### src/sv/dqt_pkg.sv
// ----------------------------------------------------------------------------
// dqt_pkg
// Shared types and constants of the depth quad triangulator: field widths,
// register indexes, corner and edge tables, and the queue entry format.
// ----------------------------------------------------------------------------
package dqt_pkg;

   localparam int DEPTH_W     = 16;
   localparam int COORD_W     = 12;
   localparam int CSR_DIM_W   = 13;
   localparam int CSR_DATA_W  = 16;
   localparam int CSR_INDEX_W = 2;

   localparam logic [CSR_INDEX_W-1:0] CSR_IMAGE_WIDTH  = 2'd0;
   localparam logic [CSR_INDEX_W-1:0] CSR_IMAGE_HEIGHT = 2'd1;
   localparam logic [CSR_INDEX_W-1:0] CSR_MAX_RATIO    = 2'd2;

   localparam logic [CSR_DIM_W-1:0]  CSR_DIM_RESET   = 13'd4096;
   localparam logic [CSR_DATA_W-1:0] CSR_RATIO_RESET = 16'd3277;

   // Quad corners: 0 upper left, 1 upper right, 2 lower left, 3 current.
   // A triangle is named by the corner it leaves out.
   localparam logic [1:0] TRI_NO_C0 = 2'd0;
   localparam logic [1:0] TRI_NO_C1 = 2'd1;
   localparam logic [1:0] TRI_NO_C2 = 2'd2;
   localparam logic [1:0] TRI_NO_C3 = 2'd3;

   localparam logic [1:0] TRI_CORNER [4][3] = '{
      '{2'd3, 2'd1, 2'd2},
      '{2'd0, 2'd2, 2'd3},
      '{2'd3, 2'd1, 2'd0},
      '{2'd0, 2'd2, 2'd1}
   };

   // The six corner pairs of a quad.
   localparam int NUM_EDGES = 6;
   localparam logic [2:0] E01 = 3'd0;
   localparam logic [2:0] E02 = 3'd1;
   localparam logic [2:0] E03 = 3'd2;
   localparam logic [2:0] E12 = 3'd3;
   localparam logic [2:0] E13 = 3'd4;
   localparam logic [2:0] E23 = 3'd5;

   localparam logic [1:0] EDGE_A [NUM_EDGES] = '{2'd0, 2'd0, 2'd0, 2'd1, 2'd1, 2'd2};
   localparam logic [1:0] EDGE_B [NUM_EDGES] = '{2'd1, 2'd2, 2'd3, 2'd2, 2'd3, 2'd3};

   localparam logic [2:0] TRI_EDGE [4][3] = '{
      '{E13, E12, E23},
      '{E02, E23, E03},
      '{E13, E01, E03},
      '{E02, E12, E01}
   };

   localparam int QUEUE_DEPTH = 4;

   typedef logic [DEPTH_W-1:0] depth_type;
   typedef logic [3:0][DEPTH_W-1:0] quad_type;

   typedef struct packed {
      quad_type            d;
      logic [COORD_W-1:0]  x0;
      logic [COORD_W-1:0]  y0;
      logic [1:0]          id_a;
      logic [1:0]          id_b;
      logic                two;
   } tri_job_type;

endpackage

### src/sv/dqt_back.sv
// ----------------------------------------------------------------------------
// dqt_back
// Triangle emitter: takes jobs from the queue and sends one triangle per
// transfer through a registered result stage.
// ----------------------------------------------------------------------------
module dqt_back (
   input  logic                          clock,
   input  logic                          reset,
   input  logic                          q_not_empty,
   input  dqt_pkg::tri_job_type          q_head,
   output logic                          q_pop,
   output logic                          rsp_valid,
   input  logic                          rsp_ready,
   output logic [dqt_pkg::COORD_W-1:0]   rsp_ax,
   output logic [dqt_pkg::COORD_W-1:0]   rsp_ay,
   output logic [dqt_pkg::DEPTH_W-1:0]   rsp_adepth,
   output logic [dqt_pkg::COORD_W-1:0]   rsp_bx,
   output logic [dqt_pkg::COORD_W-1:0]   rsp_by_row,
   output logic [dqt_pkg::DEPTH_W-1:0]   rsp_bdepth,
   output logic [dqt_pkg::COORD_W-1:0]   rsp_cx,
   output logic [dqt_pkg::COORD_W-1:0]   rsp_cy,
   output logic [dqt_pkg::DEPTH_W-1:0]   rsp_cdepth,
   output logic                          rsp_last_of_run
);

   localparam int XW = dqt_pkg::COORD_W;
   localparam int DW = dqt_pkg::DEPTH_W;

   logic             rsp_valid_ff, rsp_valid_in;
   logic             phase_ff, phase_in;
   logic             load, last;
   logic [1:0]       tri_id;
   logic [2:0][XW-1:0] vx, vy;
   logic [2:0][DW-1:0] vd;
   logic [2:0][XW-1:0] vx_ff, vy_ff;
   logic [2:0][DW-1:0] vd_ff;
   logic             last_ff;

   assign load   = q_not_empty & (~rsp_valid_ff | rsp_ready);
   assign tri_id = phase_ff ? q_head.id_b : q_head.id_a;
   assign last   = phase_ff | ~q_head.two;
   assign q_pop  = load & last;

   always_comb begin
      logic [1:0] c;
      for (int j = 0; j < 3; j++) begin
         c     = dqt_pkg::TRI_CORNER[tri_id][j];
         vx[j] = q_head.x0 + XW'(c[0]);
         vy[j] = q_head.y0 + XW'(c[1]);
         vd[j] = q_head.d[c];
      end
   end

   always_comb begin
      phase_in     = phase_ff;
      rsp_valid_in = rsp_valid_ff & ~rsp_ready;
      if (load) begin
         phase_in     = ~last;
         rsp_valid_in = 1'b1;
      end
   end

   always_ff @(posedge clock) begin
      if (reset) begin
         rsp_valid_ff <= 1'b0;
         phase_ff     <= 1'b0;
      end else begin
         rsp_valid_ff <= rsp_valid_in;
         phase_ff     <= phase_in;
      end
   end

   always_ff @(posedge clock) begin
      if (load) begin
         vx_ff   <= vx;
         vy_ff   <= vy;
         vd_ff   <= vd;
         last_ff <= last;
      end
   end

   assign rsp_valid       = rsp_valid_ff;
   assign rsp_ax          = vx_ff[0];
   assign rsp_ay          = vy_ff[0];
   assign rsp_adepth      = vd_ff[0];
   assign rsp_bx          = vx_ff[1];
   assign rsp_by_row      = vy_ff[1];
   assign rsp_bdepth      = vd_ff[1];
   assign rsp_cx          = vx_ff[2];
   assign rsp_cy          = vy_ff[2];
   assign rsp_cdepth      = vd_ff[2];
   assign rsp_last_of_run = last_ff;

endmodule

### config.mk
export PLATFORM = sky130hd
export DESIGN_NAME = dqt_back
export DESIGN_NICKNAME = d
export VERILOG_FILES = /design/src/sv/dqt_pkg.sv /design/src/sv/dqt_back.sv
export SDC_FILE = /design/constraint.sdc
export NUM_CORES = 1
export LEC_CHECK = 0
export BUFFER_PORTS_ARGS = -buffer_cell sky130_fd_sc_hd__buf_2
export CAP_MARGIN = 20
export CORE_MARGIN = 2
export CORE_UTILIZATION = 40
export CTS_BUF_LIST = sky130_fd_sc_hd__clkbuf_2 sky130_fd_sc_hd__clkbuf_4 sky130_fd_sc_hd__clkbuf_8
export DETAILED_ROUTE_END_ITERATION = 8
export PLACE_DENSITY = 0.67
export SYNTH_ARGS = -nofsm -noshare
export SYNTH_HDL_FRONTEND = slang
export SYNTH_SLANG_ARGS = --single-unit
### constraint.sdc
create_clock -name clock -period 13 [get_ports clock]
set_input_delay 2.6 -clock clock [delete_from_list [all_inputs] [get_ports clock]]
set_output_delay 2.6 -clock clock [all_outputs]
set_load 0.02 [all_outputs]
==> results of run 1 <==
-- critical path, cell delays in order --
cell and delay [ns]:
buf_2 0.10, nor2b_1 0.28, nor3_1 0.09, buf_2 0.17
-- through the flow --
step                      hold WS [ns]  cells  util [%]  setup slack [ns]  area (sq um)
after floorplan                 0.5330    361         -             5.222          5306
after global placement          0.4894    729     49.54             7.205          6482
after detailed placement        0.5078    729     49.54             7.161          6482
after CTS                       0.5288    745     51.19             7.158          6698
after global routing            0.5540    745     51.19             7.117          6698
final                           0.5337    745     51.19             7.158          6698
-- worst min-delay path by stage --
stage / to / from / slack, ns
3_3_place_gp: rsp_valid / rsp_valid / 0.49
5_1_grt: rsp_valid / rsp_valid / 0.55
4_1_cts: rsp_valid / rsp_valid / 0.53
6_report: rsp_valid / rsp_valid / 0.53
2_1_floorplan: phase_ff / phase_ff / 0.53
3_5_place_dp: rsp_valid / rsp_valid / 0.51
-- routing by layer --
layer	global-route usage, %	vias up	wire length (um)
li1	-	1724	-
met1	19.79	1650	4744
met2	27.23	166	5434
met3	6.130	11	1135
met4	6.771	0	176
met5	0	-	0
-- cell families (layout without fill, tap and decap cells) --
logic type	Yosys count	after routing	synth area share, %
flip-flops	111	111	62.44
multiplexers	82	82	16.46
AND/OR/NAND/NOR	68	68	6.036
XOR/XNOR	50	50	8.253
buffers and inverters	36	244	3.938
adder cells (fa/ha/maj)	11	11	2.594
AO/OA/AOI/OAI	3	3	0.2829
-- sequential cells by signal, indices dropped and copies added, names as in the netlist --
signal           cells
phase_ff             1
rsp_cdepth          16
rsp_valid            1
rsp_ay              12
rsp_adepth          16
rsp_cx              12
rsp_last_of_run      1
rsp_cy              12
rsp_by_row          12
rsp_ax              12
rsp_bdepth          16
-- synth_stat cells (all sizes together), types with 2 or more instances --
master    n
edfxtp  109
mux2i    50
xor2     40
mux2     32
buf      27
nor3     19
nor2     18
nand3    13
ha       11
xnor2    10
nand2     8
nand4     7
inv       5
clkbuf    4
a21oi     2
dfxtp     2
nor2b     2
-- final cells by class --
cell class	instances	area, sq um	area share [%]
Sequential cell	111	3313	49.47
Timing Repair Buffer	223	1126	16.81
Clock buffer	10	131.4	1.962
Clock inverter	6	83.83	1.252
Tap cell	176	220.2	3.288
Multi-Input combinational cell	214	1804	26.94
Inverter	5	18.77	0.2802
-- power groups by stage --
stage	clock, mW	combinational [mW]	sequential (mW)
CTS	0.234	0.149	0.435
global placement	0	0.146	0.442
floorplan	0	0.0600	0.479
detailed placement	0	0.148	0.443
finish	0.228	0.146	0.434
global route	0.246	0.159	0.437
==> impl_metrics.tcl, run 1 <==
set metrics [dict create \
    arrival_ns 3.24 \
    post_cts_resized 0 \
    clkPwrFrac_pct 28.2 \
    antenna_cells 0 \
    num_vias 3551 \
    seq_area_frac_synth_pct 62.44 \
    whs_path_depth 2 \
    p_sw_mw 0.2167 \
    synth.avg_cell_area_sq_um 14.70 \
    wl_per_cell_um 15.42 \
    rr_worst_depth 7 \
    grt_max_degree 61 \
    slew_headroom_pct 50.59 \
    synth-seq-cells 111 \
    total_power_mw 0.8083 \
    crit_start "rsp_ready" \
    firstDrtPassIters 4 \
    die_x_um 119.2 \
    synth_top_flop_cell "edfxtp_1" \
    syn_inst 361 \
    initial_core_util_pct 40.55 \
    r2r_slack_ns 10.20 \
    most-common-layout-cells "buf_2, edfxtp_1, mux2i_1" \
    fin_crit_sh_pct 44.94 \
    fin_skew_ns 0.01223 \
    cp_max_fo 3 \
    p_leak_nw 2.911 \
    synth-edff-count 109 \
    tightest_slew_ns 0.7411 \
    grt-ovfl-total 0 \
    max_freq_mhz 171.2 \
    setup_viol 0 \
    coreArea_sq_um 13090 \
    clk_latency_ns 0.38 \
    hp-class "register to register" \
    vias_per_cell 4.766 \
    worstSetupPathType "primary input to output pin" \
    max_cap_viol_count 0 \
    hpwl_mm 8.428 \
    die_area_sq_um 14200 \
    final_common_cell "buf_2" \
    fp.dieH_um 119.2 \
    h-tree-depth 3 \
    rows 42 \
    ctsHoldBuffers 0 \
    start_kind "primary input" \
    antenna_found_initial 0 \
    synth_top_area_share_pct 61.68 \
    routed_wirelength_mm 11.49 \
    areaGrowthSynthToFinish_pct 26.22 \
    seq_power_share_pct 53.7 \
    async_reset_ff_share_pct 0 \
    end_kind "output pin" \
    peakVddDrop_v 0.00005868 \
    synth.distinct_cells 21 \
    pin_count 220 \
    power.density_nw_per_um2 120.7 \
    cts_tree "yes" \
    grt.total_usage_pct 16.61 \
    syn_area_sq_um 5306 \
    clock_sinks 111 \
    power_frac_comb_pct 18.1 \
    routabilityCongestion 0.7951 \
    fin_tns_setup_ns 0 \
    cts_inserted_buffers 9 \
    first_global_vias 3666 \
    drc_errors 0 \
    numPortBuffers 219 \
    fin_crit_ns 5.842 \
    power.share.switching_pct 26.81 \
    clockRootBuffer "clkbuf_8" \
    slew_viol_final 0 \
    status "finished clean" \
    cts_buffer_depth 2 \
    reg2reg_from "phase_ff" \
    clk_pin_slew_ns 0.10 \
    drt_iter0_markers 209 \
    syn_nets 469 \
    postCtsSetupRepairBufs 0 \
    antenna_left 0 \
    hold_viol 0 \
    r2r-end "rsp_ax[10]" \
    grt_pass1_wl_mm 18.22 \
    final_nets 672 \
    yosysTopAreaCell "edfxtp_1" \
    drive_above_1_share_pct 42.53 \
    ys.warnings.count 0 \
    cp.required_ns 10.40 \
    crit_end "q_pop" \
    final.fill_count 1148 \
    p_int_mw 0.5916 \
    netlist_top_cells_area "edfxtp_1, mux2i_1, mux2_1" \
    rsz0062_at_grt "no" \
]
Note: power is estimated with default switching activity, not from simulation.
==> inputs of run 2 (changes only) <==
--- a/config.mk
+++ b/config.mk
@@ -5,13 +5,14 @@
 export SDC_FILE = /design/constraint.sdc
 export NUM_CORES = 1
 export LEC_CHECK = 0
+export ABC_AREA = 1
 export BUFFER_PORTS_ARGS = -buffer_cell sky130_fd_sc_hd__buf_2
 export CAP_MARGIN = 20
 export CORE_MARGIN = 2
 export CORE_UTILIZATION = 40
 export CTS_BUF_LIST = sky130_fd_sc_hd__clkbuf_2 sky130_fd_sc_hd__clkbuf_4 sky130_fd_sc_hd__clkbuf_8
 export DETAILED_ROUTE_END_ITERATION = 8
-export PLACE_DENSITY = 0.67
+export PLACE_DENSITY = 0.69
 export SYNTH_ARGS = -nofsm -noshare
 export SYNTH_HDL_FRONTEND = slang
 export SYNTH_SLANG_ARGS = --single-unit
==> constraint.sdc (replaced) <==
create_clock -name clock -period 4.7 [get_ports clock]
set_input_delay 0.94 -clock clock [delete_from_list [all_inputs] [get_ports clock]]
set_output_delay 0.94 -clock clock [all_outputs]
set_load 0.02 [all_outputs]
==> run 2 against run 1 <==
Critical path depth rose by 6. Final cell count rose by 31%. Sequential power rose to 2.8 times the previous value. Count of clock-buffer cells in the layout fell by 1. Register-to-register slack got worse by 8.0 ns. Clock skew down 0.0038 ns. Final area up 5.7%. Via count grew 28%. Worst hold slack lost 0.013 ns. Sequential share of layout area fell by 2.7 points. Setup slack got worse by 5.2 ns. Critical endpoint is now rsp_ax[6].
==> impl_metrics.tcl, run 2 <==
set metrics [dict create \
    status "finished clean" \
    syn_area_sq_um 5759 \
    final.fill_count 1380 \
    cp_max_fo 33 \
    final_nets 898 \
    areaGrowthSynthToFinish_pct 22.88 \
    die_area_sq_um 15370 \
    synth.distinct_cells 25 \
    slew_viol_final 0 \
    slowest_delay_ns 0.51 \
    synth_top_cells_by_count "nand2_1, edfxtp_1, inv_1, nand3_1, xor2_1" \
    slew_headroom_pct 41.60 \
    antenna_left 0 \
    post_cts_resized 0 \
    fin_skew_ns 0.008437 \
    fin_crit_sh_pct 57.36 \
    h-tree-depth 3 \
    fp.dieH_um 124.0 \
    ys.warnings.count 0 \
    cp.required_ns 4.83 \
    instances_no_fill 973 \
    cp_num_buf_inv 3 \
    fin_ws_ns 2.004 \
    wl_per_cell_um 13.99 \
    hold_viol 0 \
    antenna_cells 0 \
    hp-class "register to register" \
    vias_per_cell 4.679 \
    final_design_area_no_fill_sq_um 7077 \
    peakVddDrop_v 0.0001827 \
    die_x_um 124.0 \
    routed_wirelength_mm 13.62 \
    fin_crit_ns 2.696 \
    path_cells "buf_2 -> nand2_2 -> nand2_4 -> inv_1 -> ha_1 -> ha_1 -> inv_1 -> nor2_1 -> nand2_1 -> xor2_1" \
    postPlaceCellArea_sq_um 6902 \
    synth_top_area_share_pct 56.83 \
    routabilityCongestion 0.8352 \
    power.density_nw_per_um2 316.7 \
    hpwl_mm 10.22 \
    seq_area_frac_synth_pct 57.53 \
    clockRootBuffer "clkbuf_8" \
    fin_tns_setup_ns 0 \
    synth-seq-cells 111 \
    max_freq_mhz 370.9 \
    place_ws_ns 1.597 \
    most-common-layout-cells "buf_2, nand2_1, edfxtp_1" \
    synth.avg_cell_area_sq_um 9.745 \
    seq_area_sq_um 3313 \
    rows 43 \
    synth-edff-count 109 \
    yosysTopAreaCell "edfxtp_1" \
    postCtsSetupRepairBufs 0 \
    drt_iter0_markers 367 \
    rsz0062_at_grt "no" \
    antenna_found_initial 0 \
    multi_input_area_sq_um 1926 \
    cp_slowest_cell "nand2_2" \
    syn_inst 591 \
    netlist_top_cells_area "edfxtp_1, nand2_1, nand3_1" \
    grt_pass1_wl_mm 20.87 \
    clock_sinks 111 \
    grt-ovfl-total 0 \
    coreArea_sq_um 13990 \
    start_kind "primary input" \
    grt.total_usage_pct 17.89 \
    end_kind "register" \
    final_common_cell "buf_2" \
    grt_max_degree 97 \
    numPortBuffers 219 \
    p_leak_nw 3.339 \
    ctsHoldBuffers 0 \
    synth_top_flop_cell "edfxtp_1" \
    syn_nets 699 \
    first_global_vias 4251 \
    tightest_slew_ns 0.8760 \
    setup_viol 0 \
    async_reset_ff_share_pct 0 \
    cts_tree "yes" \
    timing.hold.ws_ns 0.5206 \
    initial_core_util_pct 41.17 \
    arrival_ns 2.83 \
    num_vias 4553 \
    max_cap_viol_count 0 \
    clk_pin_slew_ns 0.09 \
    critPathTopFamily "simple AND/OR/NAND/NOR gates" \
    drc_errors 0 \
    cts_buffer_depth 2 \
    drive_above_1_share_pct 31.78 \
    yosysMostFrequentCell "nand2_1" \
    pin_count 220 \
    cts_inserted_buffers 9 \
    dp_cells 959 \
    firstDrtPassIters 4 \
    clk_latency_ns 0.38 \
    worstSetupPathType "primary input to register" \
]
-- run 2: cell types whose count changed in the layout (fill, tap and decap cells not counted), moves of 16 or more --
cell,delta
inv_1,+77
nand3_1,+54
nand2_1,+146
mux2_1,-32
o21ai_0,+19
nand3b_1,+16
nor3_1,-19
mux2i_1,-48
-- run 2: power breakdown --
group,switching [mW],leakage (nW),internal (mW)
Combinational,0.322,2.17,0.155
Sequential,0.0223,1.08,1.19
Clock,0.313,0.0884,0.237
-- run 2: final timing paths --
kind | slack [ns] | cells after the start | to | from
max | 2.00 | 10 | rsp_ax[6] | q_head[1]
min reg2reg | 0.52 | 2 | rsp_valid | rsp_valid
max reg2reg | 2.22 | 8 | rsp_cx[8] | phase_ff
min | 0.52 | 2 | rsp_valid | rsp_valid
-- run 2: layer usage --
layer | vias up | track usage [%] | wire length [um]
li1 | 2324 | - | -
met1 | 2046 | 21.93 | 5454
met2 | 172 | 29.26 | 6569
met3 | 11 | 6.685 | 1404
met4 | 0 | 5.899 | 187
met5 | - | 0 | 0
-- run 2: area by class of cell --
type / count / share of cell area, %
inverter: 83 / 4.402
multi-input combinational: 362 / 27.21
clock inverter: 5 / 0.7249
sequential: 111 / 46.82
tap: 180 / 3.182
timing repair buffer: 223 / 15.91
clock buffer: 9 / 1.750
-- run 2: through the flow --
stage / power (mW) / utilization, %
after floorplan: 1.557 / -
final: 2.241 / 50.59
after global routing: 2.356 / 50.59
after detailed placement: 1.720 / 49.34
after CTS: 2.264 / 50.59
after global placement: 1.713 / 49.34
-- run 2: logic make-up after synthesis --
logic type	share of synthesized area, %
buffers and inverters	9.233
AO/OA/AOI/OAI	3.911
flip-flops	57.53
adder cells (fa/ha/maj)	2.390
AND/OR/NAND/NOR	21.77
XOR/XNOR	5.171
-- run 2: tightest hold or removal path, stage by stage (launching register included) --
cell and delay (ns):
dfxtp_1 0.36, nand2_1 0.08, a21oi_1 0.05
