**src/sv/dqt_pkg.sv**
```systemverilog
// ----------------------------------------------------------------------------
// dqt_pkg
// Shared types and constants of the depth quad triangulator: field widths,
// register indexes, corner and edge tables, and the queue entry format.
// ----------------------------------------------------------------------------
package dqt_pkg;

   localparam int DEPTH_W     = 16;
   localparam int COORD_W     = 12;
   localparam int CSR_DIM_W   = 13;
   localparam int CSR_DATA_W  = 16;
   localparam int CSR_INDEX_W = 2;

   localparam logic [CSR_INDEX_W-1:0] CSR_IMAGE_WIDTH  = 2'd0;
   localparam logic [CSR_INDEX_W-1:0] CSR_IMAGE_HEIGHT = 2'd1;
   localparam logic [CSR_INDEX_W-1:0] CSR_MAX_RATIO    = 2'd2;

   localparam logic [CSR_DIM_W-1:0]  CSR_DIM_RESET   = 13'd4096;
   localparam logic [CSR_DATA_W-1:0] CSR_RATIO_RESET = 16'd3277;

   // Quad corners: 0 upper left, 1 upper right, 2 lower left, 3 current.
   // A triangle is named by the corner it leaves out.
   localparam logic [1:0] TRI_NO_C0 = 2'd0;
   localparam logic [1:0] TRI_NO_C1 = 2'd1;
   localparam logic [1:0] TRI_NO_C2 = 2'd2;
   localparam logic [1:0] TRI_NO_C3 = 2'd3;

   localparam logic [1:0] TRI_CORNER [4][3] = '{
      '{2'd3, 2'd1, 2'd2},
      '{2'd0, 2'd2, 2'd3},
      '{2'd3, 2'd1, 2'd0},
      '{2'd0, 2'd2, 2'd1}
   };

   // The six corner pairs of a quad.
   localparam int NUM_EDGES = 6;
   localparam logic [2:0] E01 = 3'd0;
   localparam logic [2:0] E02 = 3'd1;
   localparam logic [2:0] E03 = 3'd2;
   localparam logic [2:0] E12 = 3'd3;
   localparam logic [2:0] E13 = 3'd4;
   localparam logic [2:0] E23 = 3'd5;

   localparam logic [1:0] EDGE_A [NUM_EDGES] = '{2'd0, 2'd0, 2'd0, 2'd1, 2'd1, 2'd2};
   localparam logic [1:0] EDGE_B [NUM_EDGES] = '{2'd1, 2'd2, 2'd3, 2'd2, 2'd3, 2'd3};

   localparam logic [2:0] TRI_EDGE [4][3] = '{
      '{E13, E12, E23},
      '{E02, E23, E03},
      '{E13, E01, E03},
      '{E02, E12, E01}
   };

   localparam int QUEUE_DEPTH = 4;

   typedef logic [DEPTH_W-1:0] depth_type;
   typedef logic [3:0][DEPTH_W-1:0] quad_type;

   typedef struct packed {
      quad_type            d;
      logic [COORD_W-1:0]  x0;
      logic [COORD_W-1:0]  y0;
      logic [1:0]          id_a;
      logic [1:0]          id_b;
      logic                two;
   } tri_job_type;

endpackage

```
**src/sv/dqt_queue.sv**
```systemverilog
// ----------------------------------------------------------------------------
// dqt_queue
// Small job queue between the pixel front end and the triangle emitter.
// ----------------------------------------------------------------------------
module dqt_queue (
   input  logic                 clock,
   input  logic                 reset,
   input  logic                 push,
   input  dqt_pkg::tri_job_type push_data,
   output logic                 full,
   input  logic                 pop,
   output logic                 not_empty,
   output dqt_pkg::tri_job_type head
);

   localparam int QD = dqt_pkg::QUEUE_DEPTH;
   localparam int QW = $clog2(QD);

   dqt_pkg::tri_job_type entry_ff [QD];
   logic [QW-1:0]        wr_ptr_ff, wr_ptr_in, rd_ptr_ff, rd_ptr_in;
   logic [QW:0]          count_ff, count_in;

   assign full      = count_ff == (QW+1)'(QD);
   assign not_empty = count_ff != '0;
   assign head      = entry_ff[rd_ptr_ff];

   always_comb begin
      wr_ptr_in = wr_ptr_ff;
      rd_ptr_in = rd_ptr_ff;
      count_in  = count_ff;
      if (push) begin
         wr_ptr_in = (wr_ptr_ff == QW'(QD - 1)) ? '0 : wr_ptr_ff + 1'b1;
      end
      if (pop) begin
         rd_ptr_in = (rd_ptr_ff == QW'(QD - 1)) ? '0 : rd_ptr_ff + 1'b1;
      end
      if (push & ~pop) begin
         count_in = count_ff + 1'b1;
      end else if (pop & ~push) begin
         count_in = count_ff - 1'b1;
      end
   end

   always_ff @(posedge clock) begin
      if (reset) begin
         wr_ptr_ff <= '0;
         rd_ptr_ff <= '0;
         count_ff  <= '0;
      end else begin
         wr_ptr_ff <= wr_ptr_in;
         rd_ptr_ff <= rd_ptr_in;
         count_ff  <= count_in;
      end
   end

   always_ff @(posedge clock) begin
      if (push) begin
         entry_ff[wr_ptr_ff] <= push_data;
      end
   end

endmodule

```
**config.mk**
```make
export PLATFORM = sky130hd
export DESIGN_NAME = dqt_queue
export DESIGN_NICKNAME = d
export VERILOG_FILES = /design/src/sv/dqt_pkg.sv /design/src/sv/dqt_queue.sv
export SDC_FILE = /design/constraint.sdc
export NUM_CORES = 1
export LEC_CHECK = 0
export BUFFER_PORTS_ARGS = -buffer_cell sky130_fd_sc_hd__buf_2
export CORE_MARGIN = 1
export CORE_UTILIZATION = 25
export DETAILED_ROUTE_END_ITERATION = 8
export GPL_ROUTABILITY_DRIVEN = 0
export HOLD_SLACK_MARGIN = 0.12
export SYNTH_ARGS = -nofsm -noshare
export SYNTH_HDL_FRONTEND = slang
export SYNTH_SLANG_ARGS = --single-unit
```
**constraint.sdc**
```tcl
create_clock -name clock -period 4.15 [get_ports clock]
set_clock_uncertainty 0.05 [all_clocks]
set_input_delay 0.415 -clock clock [delete_from_list [all_inputs] [get_ports clock]]
set_output_delay 0.415 -clock clock [all_outputs]
set_load 0.01 [all_outputs]
```
==> results of run 1 <==
[repair_timing]
item | in CTS | in global routing
hold buffers | 95 | 0
resized for setup | 0 | 0
hold endpoints to repair | 381 | 0
[logic make-up after synthesis]
group,synth area share [%]
fa+ha+maj,0.686
compound gates,0.108
mux,15.4
simple gates,0.569
flops,81.9
xor+xnor,0.126
buf+inv,1.21
[layer usage]
layer	wire, microns	global-route usage [%]	share of wire, %	vias to the layer above
li1	-	-	-	2916
met1	12800	13.3	44	3449
met2	13700	16.6	47	170
met3	1710	3.19	5.9	53
met4	673	3.36	2.3	2
met5	13	0	0.045	-
[area by class of cell]
type | count | area (sq um)
Sequential cell | 381 | 11400
Multi-Input combinational cell | 124 | 2350
Timing Repair Buffer | 294 | 2040
Inverter | 4 | 15.0
Fill cell | 5143 | 36400
Clock buffer | 48 | 1070
Tap cell | 739 | 925
Clock inverter | 24 | 164
[worst paths after layout]
path                          endpoint  cells after the start                       from  slack, ns
max                            head[5]                      3                  flip-flop       1.30
min          wr_ptr_ff[1]$_SDFFE_PP0P_                      3                       push       0.23
max reg2reg  entry_ff[2][72]$_DFFE_PP_                      4  wr_ptr_ff[0]$_SDFFE_PP0P_       2.07
min reg2reg   count_ff[2]$_SDFFE_PP0P_                      2   count_ff[2]$_SDFFE_PP0P_       0.47
[through the flow]
stage	power (mW)	worst slack, ns	hold slack, ns	instances
3_3_place_gp	5.25	1.83	0.424	1447
5_1_grt	8.97	1.10	0.211	1614
3_5_place_dp	5.27	1.81	0.464	1447
4_1_cts	8.79	1.19	0.193	1614
2_1_floorplan	4.95	0.938	0.405	529
6_report	8.62	1.30	0.232	1614
[sequential cells by signal, indices dropped and copies added, names as in the netlist, named ones only]
signal	flops
count_ff	3
rd_ptr_ff	2
entry_ff	372
wr_ptr_ff	2
[power by group through the flow]
stage | clock network (mW) | registers (mW) | logic, mW
2_1_floorplan | 0 | 4.53 | 0.418
3_3_place_gp | 0 | 4.54 | 0.715
3_5_place_dp | 0 | 4.55 | 0.725
4_1_cts | 3.52 | 4.47 | 0.802
5_1_grt | 3.65 | 4.48 | 0.845
6_report | 3.39 | 4.46 | 0.776
[cells in the final DEF (no fill, tap or decap)]
cell,netlist,layout
ha_1,6,6
xor2_1,2,2
inv_6,0,2
mux4_2,93,93
o21ai_0,1,1
buf_12,0,6
dfxtp_4,0,2
clkinv_8,0,1
fa_1,1,1
dlygate4sd3_1,0,95
clkinv_1,0,7
edfxtp_1,372,372
inv_1,4,4
clkinv_4,0,1
bufinv_16,0,1
dfxtp_1,9,7
clkinvlp_4,0,2
mux2i_1,4,4
nor2_1,7,7
clkbuf_16,0,42
or3_1,2,2
clkinv_2,0,10
clkbuf_1,2,6
buf_4,2,2
a21oi_1,2,2
nor3b_1,2,2
and2_4,0,4
buf_2,8,191
[worst max-delay path, stage by stage, from the launching register on]
cell	delay (ns)
dfxtp_4	0.35
buf_4	0.65
mux4_2	0.61
buf_2	0.16
==> metrics, run 1 <==
run status=finished clean; final hold violations=0; Setup TNS Final=0 ns; Yosys top cell area share=80.6%; final number of setup-violating endpoints=0; final core utilization=33.0%; internal cell power=6.70 mW; layout cells sized above 1=40.8%; post-synth cell types=18; vias in the first global route=7215; grt total ovfl=0; hpwl dp=16.0 mm; first-pass GRT wire length=43.6 mm; Die Area=56400 sq um; minimum clock period=2.85 ns; number of DRC markers in iteration 0=333; antenna-violating nets left=0; DR pass1 iterations=4; H-tree depth=2; Synth warnings=0; register share of total power=51.7%; Synthesized Nets=633; clock share of power=39.3%; Die Wd=237 microns; Worst-Margin Slew=0.866 ns; P_leak=5.96 nW; CP Max Fanout=39; final non-filler cell area=17900 sq um; Syn-to-layout area delta=29.4%; Critical Path AT=2.38 ns; CTS clk-pin slew, worst paths=0.06 ns; Max-Cap Viols=0; CTS tree=built; Net Sw Power=1.92 mW; most frequent cell after synthesis=edfxtp_1; Syn Inst Count=529; CTS Buf Count=41; largest net degree at the start of global routing=76; CTS Buffer Depth=3; sequential area share after synthesis=81.9%; unrepaired setup endpoints after global routing=no; total track usage=10.3%; Pins Over Slew Limit=0; hold crit path type=input pin to flip-flop; Clock Sinks=381; # IOs=192; Max IR drop VDD=0.358 mV; Mean Syn Cell Area=26.2 sq um; n_diodes=0; EDFF count, synth=372; vias per cell=4.08; core footprint=54300 sq um; CP Data Required Time=3.68 ns; Nets=950; wire length per cell=17.9 microns; top cells by count, synth=372 x edfxtp_1, 93 x mux4_2, 9 x dfxtp_1; Setup CP Type=flip-flop to output port; final worst path period share=68.6%; Post-DP Area=15700 sq um; Main synth FF type=edfxtp_1; routed via count=6590; # rows=85; Crit. End Element=output port; Startpoint Class=flip-flop; Async S/R FF share, synth=0%; DRT Wirelength=28.8 mm; height of the chip=237 microns; Synth area leader=edfxtp_1; fmax=351 MHz; Port-buffer cells=191; Comb pwr share=9.0%; Worst-Skew Late Latency=0.54 ns; PwrDens=481 nW/um^2; Setup Buffers After CTS=0; Post-Synthesis Cell Area=13900 sq um; largest cells by area after synthesis=edfxtp_1 81%, mux4_2 15%, dfxtp_1 1.3%; Yosys reg bits=381; initial antenna violation count=1; Sw Ratio=22.3%; CTS root buf=clkbuf_16; # DRC=0; starting density of the core=25.5%; Max-slew headroom=42.3%
Note: power is estimated with default switching activity, not from simulation.
==> inputs of run 2 (changes only) <==
==> constraint.sdc (replaced) <==
create_clock -name clock -period 2.65 [get_ports clock]
set_clock_uncertainty 0.05 [all_clocks]
set_input_delay 0.265 -clock clock [delete_from_list [all_inputs] [get_ports clock]]
set_output_delay 0.265 -clock clock [all_outputs]
set_load 0.01 [all_outputs]
==> metrics, run 2 (synthesis results as in run 1) <==
PwrDens=753 nW/um^2 (+57%); final worst path period share=92.2%; Die Area=56400 sq um (unchanged); CTS Buffer Depth=3 (unchanged); CP cell instances=buf_12 -> mux4_2 -> buf_2; CP Max Fanout=36 (-7.7%); register share of total power=51.4% (-0.3 points); H-tree depth=2 (unchanged); CP Data Required Time=2.34 ns (-1.34 ns); Startpoint Class=flip-flop; reg-to-reg endpoint=entry_ff[2][50]$_DFFE_PP_; Nets=958 (+0.84%); starting density of the core=25.5% (unchanged); core footprint=54300 sq um (unchanged); post-CTS resize count=0 (unchanged); Non-Filler Instances=1621 (+0.43%); most frequent cells in the layout=372 x edfxtp_1, 191 x buf_2, 96 x dlygate4sd3_1; top flop regs=entry_ff (372), count_ff (3); max FFs per register=372 (unchanged); Hold Path Cell Cnt=2 (-1); CTS tree=built; DR pass1 iterations=4 (unchanged); Worst-Margin Slew=0.665 ns (-0.201 ns); total track usage=10.3% (-0.038 points); Setup CP Type=flip-flop to output port; fmax=409 MHz; Net Sw Power=3.01 mW (+56%); largest net degree at the start of global routing=94 (+24%); run status=finished clean; wire length per cell=17.9 microns (about the same); antenna-violating nets left=0 (unchanged); internal cell power=10.6 mW (+58%); layout cells sized above 1=40.9% (+0.063 points); Max-Cap Viols=0 (unchanged); unrepaired setup endpoints after global routing=no; vias in the first global route=7296 (+1.1%); Sw Ratio=22.1% (-0.15 points); vias per cell=4.10 (+0.47%); final hold violations=0 (unchanged); CTS Buf Count=43 (+4.9%); most common cell after layout, fill and taps aside=edfxtp_1; flop2flop setup slack=0.86 ns (-1.21 ns); Syn-to-layout area delta=30.0%; Max IR drop VDD=0.666 mV (+86%); minimum clock period=2.44 ns; Biggest register=entry_ff; clock share of power=39.4% (about the same); routed via count=6650 (+0.91%); WHS Endpoint=entry_ff[3][53]$_DFFE_PP_; CTS root buf=clkbuf_16; CTS clk-pin slew, worst paths=0.06 ns (about the same); Crit. End Element=output port; Setup TNS Final=0 ns (unchanged); Die Wd=237 microns (unchanged); hpwl dp=15.9 mm (-0.59%); Port-buffer cells=191 (unchanged); family with the most delay on the worst path=multiplexers; Filler cells=5154 (+0.21%); Clock Sinks=381 (unchanged); hold crit path type=input pin to flip-flop; Hold Path Origin=push_data[53]; Pins Over Slew Limit=0 (unchanged); Reg2Reg Launch Point=wr_ptr_ff[0]$_SDFFE_PP0P_; DRT Wirelength=28.9 mm (+0.40%); Critical Path AT=2.13 ns (-0.25 ns); # DRC=0 (unchanged); initial antenna violation count=4 (+3); dpl cells=1452 (+0.35%); final number of setup-violating endpoints=0 (unchanged); Max stage delay on crit path=0.57 ns (-0.08 ns); Worst-Skew Late Latency=0.54 ns (about the same); first-pass GRT wire length=43.6 mm (about the same); critical path's slowest cell=mux4_2; P_leak=5.99 nW (+0.46%); height of the chip=237 microns (unchanged); worst path bufs/invs=2 (unchanged); # IOs=192 (unchanged); grt total ovfl=0 (unchanged); r2r worst-path depth=4 (unchanged); Comb pwr share=9.1% (about the same); number of DRC markers in iteration 0=293 (-12%); Max-slew headroom=55.7% (+13 points); # rows=85 (unchanged)
==> run 2: cell count changes in the layout (fill, tap and decap cells not counted) <==
cell,before,now
clkinv_2,10,4
buf_4,2,5
clkinvlp_4,2,5
diode_2,0,1
inv_6,2,3
clkinv_8,1,0
dlygate4sd3_1,95,96
clkinv_1,7,9
clkbuf_16,42,43
buf_12,6,8
==> run 2: worst max-delay path by stage <==
stage,cells after the start,endpoint
2_1_floorplan,2,entry_ff[3][0]$_DFFE_PP_
3_3_place_gp,3,head[60]
3_5_place_dp,3,head[79]
4_1_cts,3,head[79]
5_1_grt,3,head[79]
6_report,3,head[9]
==> run 2: final cells by class <==
| class | count | area, sq um | share of cell area [%] |
|---|---|---|---|
| repair buffers | 300 | 2110 | 11.7 |
| flip-flops and latches | 381 | 11400 | 63.0 |
| well taps | 739 | 925 | 5.13 |
| multi-input cells | 124 | 2350 | 13.0 |
| clock inverters | 23 | 156 | 0.868 |
| clock buffers | 49 | 1100 | 6.10 |
| diodes | 1 | 2.50 | 0.0139 |
| inverters | 4 | 15.0 | 0.0833 |
==> run 2: stage by stage <==
step	cell area, sq um	power [mW]	hold WS, ns	utilization (%)	setup WS (ns)
final	18000	13.6	0.416	33.2	0.207
after global routing	18000	14.1	0.389	33.2	0.0625
after CTS	18000	13.8	0.366	33.2	0.114
after detailed placement	15800	8.27	0.430	29.1	0.712
after global placement	15800	8.24	0.427	29.1	0.715
after floorplan	13900	7.74	0.284	-	0.457
==> run 2: worst register-to-register path: cells and delay by family (launching register included) <==
kind / cells / cell delay, ns
buf+inv: 2 / 0.55
flops: 1 / 0.35
simple gates: 1 / 0.31
fa+ha+maj: 1 / 0.15
==> run 2: metal layers <==
metal  vias to the layer above  track usage, %  wire, microns
li1                       2937               -              -
met1                      3479            13.0          12700
met2                       173            16.8          13800
met3                        55            2.89           1700
met4                         6            3.81            730
met5                         -               0             35
==> run 2: power by group through the flow <==
stage / Clock [mW] / Sequential, mW / Combinational [mW]
final: 5.35 / 6.98 / 1.24
after global routing: 5.76 / 7.01 / 1.35
after CTS: 5.57 / 6.99 / 1.28
after detailed placement: 0 / 7.11 / 1.16
after global placement: 0 / 7.10 / 1.14
after floorplan: 0 / 7.08 / 0.655
==> run 2: repair_timing <==
item	4_1_cts	5_1_grt
endpoints found under the hold margin	381	0
setup buffers	0	0
hold buffers	96	0
setup endpoints to repair	0	0
==> inputs of run 3 (changes only) <==
--- a/config.mk
+++ b/config.mk
@@ -5,7 +5,8 @@
 export SDC_FILE = /design/constraint.sdc
 export NUM_CORES = 1
 export LEC_CHECK = 0
-export BUFFER_PORTS_ARGS = -buffer_cell sky130_fd_sc_hd__buf_2
+export BUFFER_PORTS_ARGS = -buffer_cell sky130_fd_sc_hd__buf_4
+export CAP_MARGIN = 0
 export CORE_MARGIN = 1
 export CORE_UTILIZATION = 25
 export DETAILED_ROUTE_END_ITERATION = 8
==> metrics, run 3 (synthesis results as in run 1) <==
run status=finished clean; PwrDens=748 nW/um^2 (-0.74%); Startpoint Class=flip-flop; most frequent cells in the layout=372 x edfxtp_1, 192 x buf_4, 96 x dlygate4sd3_1; wire length per cell=17.9 microns (about the same); final non-filler cell area=18600 sq um (+3.1%); largest net degree at the start of global routing=68 (-28%); layout cells sized above 1=40.9% (+0.046 points); number of DRC markers in iteration 0=304 (+3.8%); initial antenna violation count=3 (-1); Max IR drop VDD=0.683 mV (+2.6%); internal cell power=10.9 mW (+3.0%); antenna-violating nets left=0 (unchanged); CTS Buf Count=41 (-4.7%); grt total ovfl=0 (unchanged); Port-buffer cells=191 (unchanged); Biggest register=entry_ff; Setup CP Type=flip-flop to output port; CTS root buf=clkbuf_16; hold slack final=0.402 ns (-0.0135 ns); first-pass GRT wire length=43.7 mm (about the same); r2r worst-path depth=4 (unchanged); Max-slew headroom=65.4% (+9.7 points); final number of setup-violating endpoints=0 (unchanged); core footprint=54300 sq um (unchanged); Sw Ratio=21.6% (-0.53 points); Net Sw Power=3.00 mW (-0.14%); hold crit path type=input pin to flip-flop; final hold violations=0 (unchanged); CP Data Required Time=2.34 ns (about the same); Filler cells=5134 (-0.39%); routed via count=6675 (+0.38%); Non-Filler Instances=1620 (-0.062%); Top Layer Used=met5; Worst-Skew Late Latency=0.55 ns (about the same); register share of total power=50.2% (-1.2 points); dpl cells=1452 (unchanged); vias per cell=4.12 (+0.44%); Max-Cap Viols=0 (unchanged); DRT Wirelength=28.9 mm (about the same); flop2flop setup slack=0.84 ns (-0.02 ns); minimum clock period=2.35 ns (-0.0921 ns); starting density of the core=25.5% (unchanged); Clock Sinks=381 (unchanged); Pins Over Slew Limit=0 (unchanged); vias in the first global route=7298 (+0.027%); CTS tree=built; hpwl dp=16.8 mm (+5.1%); top flop regs=entry_ff (372), count_ff (3); wire length on met2=13.6 mm (-0.93%); unrepaired setup endpoints after global routing=no; clock share of power=39.6% (+0.2 points); Critical Path AT=2.04 ns (-0.09 ns); # DRC=0 (unchanged); post-CTS resize count=0 (unchanged); Die Wd=237 microns (unchanged); CTS Buffer Depth=3 (unchanged); Syn-to-layout area delta=34.0%; total track usage=10.4% (+0.066 points); # IOs=192 (unchanged); max FFs per register=372 (unchanged); Post-DP Area=16300 sq um (+3.3%); P_leak=6.20 nW (+3.5%); met3 WL=1.72 mm (+1.2%); Worst-Margin Slew=0.519 ns (-0.146 ns); DR pass1 iterations=4 (unchanged); H-tree depth=2 (unchanged); height of the chip=237 microns (unchanged); # rows=85 (unchanged); Comb pwr share=10.2% (+1.1 points); Nets=956 (-0.21%); Metal-1 WL=12.7 mm (+0.29%); fmax=425 MHz (+3.9%); Crit. End Element=output port; final core utilization=34.2% (+1.0 points); Die Area=56400 sq um (unchanged); final worst path period share=88.7% (-3.5 points); Setup TNS Final=0 ns (unchanged); Hold Path Cell Cnt=2 (unchanged); most common cell after layout, fill and taps aside=edfxtp_1; CTS clk-pin slew, worst paths=0.06 ns (about the same); CP Max Fanout=31 (-14%)
run 3: changes by cell type in the layout (fill, tap and decap cells not counted), sizes merged:
cell      change
bufinv        +2
clkinvlp      -3
clkinv        +2
inv           -2
run 3: metal layers:
| layer | global-route usage (%) | vias to the layer above |
|---|---|---|
| met2 | 16.3 | 157 |
| li1 | - | 2925 |
| met1 | 13.3 | 3532 |
| met5 | 0 | - |
| met4 | 4.26 | 4 |
| met3 | 3.08 | 57 |
run 3: cell type report:
type	instances	area (sq um)	share of cell area [%]
Timing Repair Buffer	300	2640	14.2
Clock inverter	22	184	0.990
Antenna cell	1	2.50	0.0135
Tap cell	739	925	4.98
Inverter	4	15.0	0.0808
Clock buffer	49	1100	5.91
Multi-Input combinational cell	124	2350	12.7
Sequential cell	381	11400	61.1
run 3: path summary, 6_finish.rpt:
kind | end | start
max reg2reg | entry_ff[2][8]$_DFFE_PP_ | wr_ptr_ff[0]$_SDFFE_PP0P_
min | entry_ff[2][91]$_DFFE_PP_ | push_data[91]
max | head[69] | flip-flop
min reg2reg | count_ff[2]$_SDFFE_PP0P_ | count_ff[2]$_SDFFE_PP0P_
run 3: metrics by stage:
step	setup slack (ns)	power (mW)
after global routing	0.172	14.4
after floorplan	0.457	7.74
after detailed placement	0.809	8.44
final	0.299	13.9
after global placement	0.834	8.41
after CTS	0.202	14.2
run 3: worst max-delay path, stage by stage (launching register included):
cell	delay, ns
dfxtp_4	0.42
buf_12	0.27
mux4_2	0.58
buf_4	0.17
run 3: power by group through the flow:
stage | logic, mW | clock network [mW] | registers (mW)
final | 1.42 | 5.50 | 6.97
after global routing | 1.54 | 5.92 | 6.99
after CTS | 1.46 | 5.73 | 6.97
after detailed placement | 1.34 | 0 | 7.10
after global placement | 1.32 | 0 | 7.08
after floorplan | 0.655 | 0 | 7.08
run 3: repair_timing:
action | 4_1_cts | 5_1_grt
hold buffers | 96 | 0
hold endpoints to repair | 381 | 0
setup buffers | 0 | 0
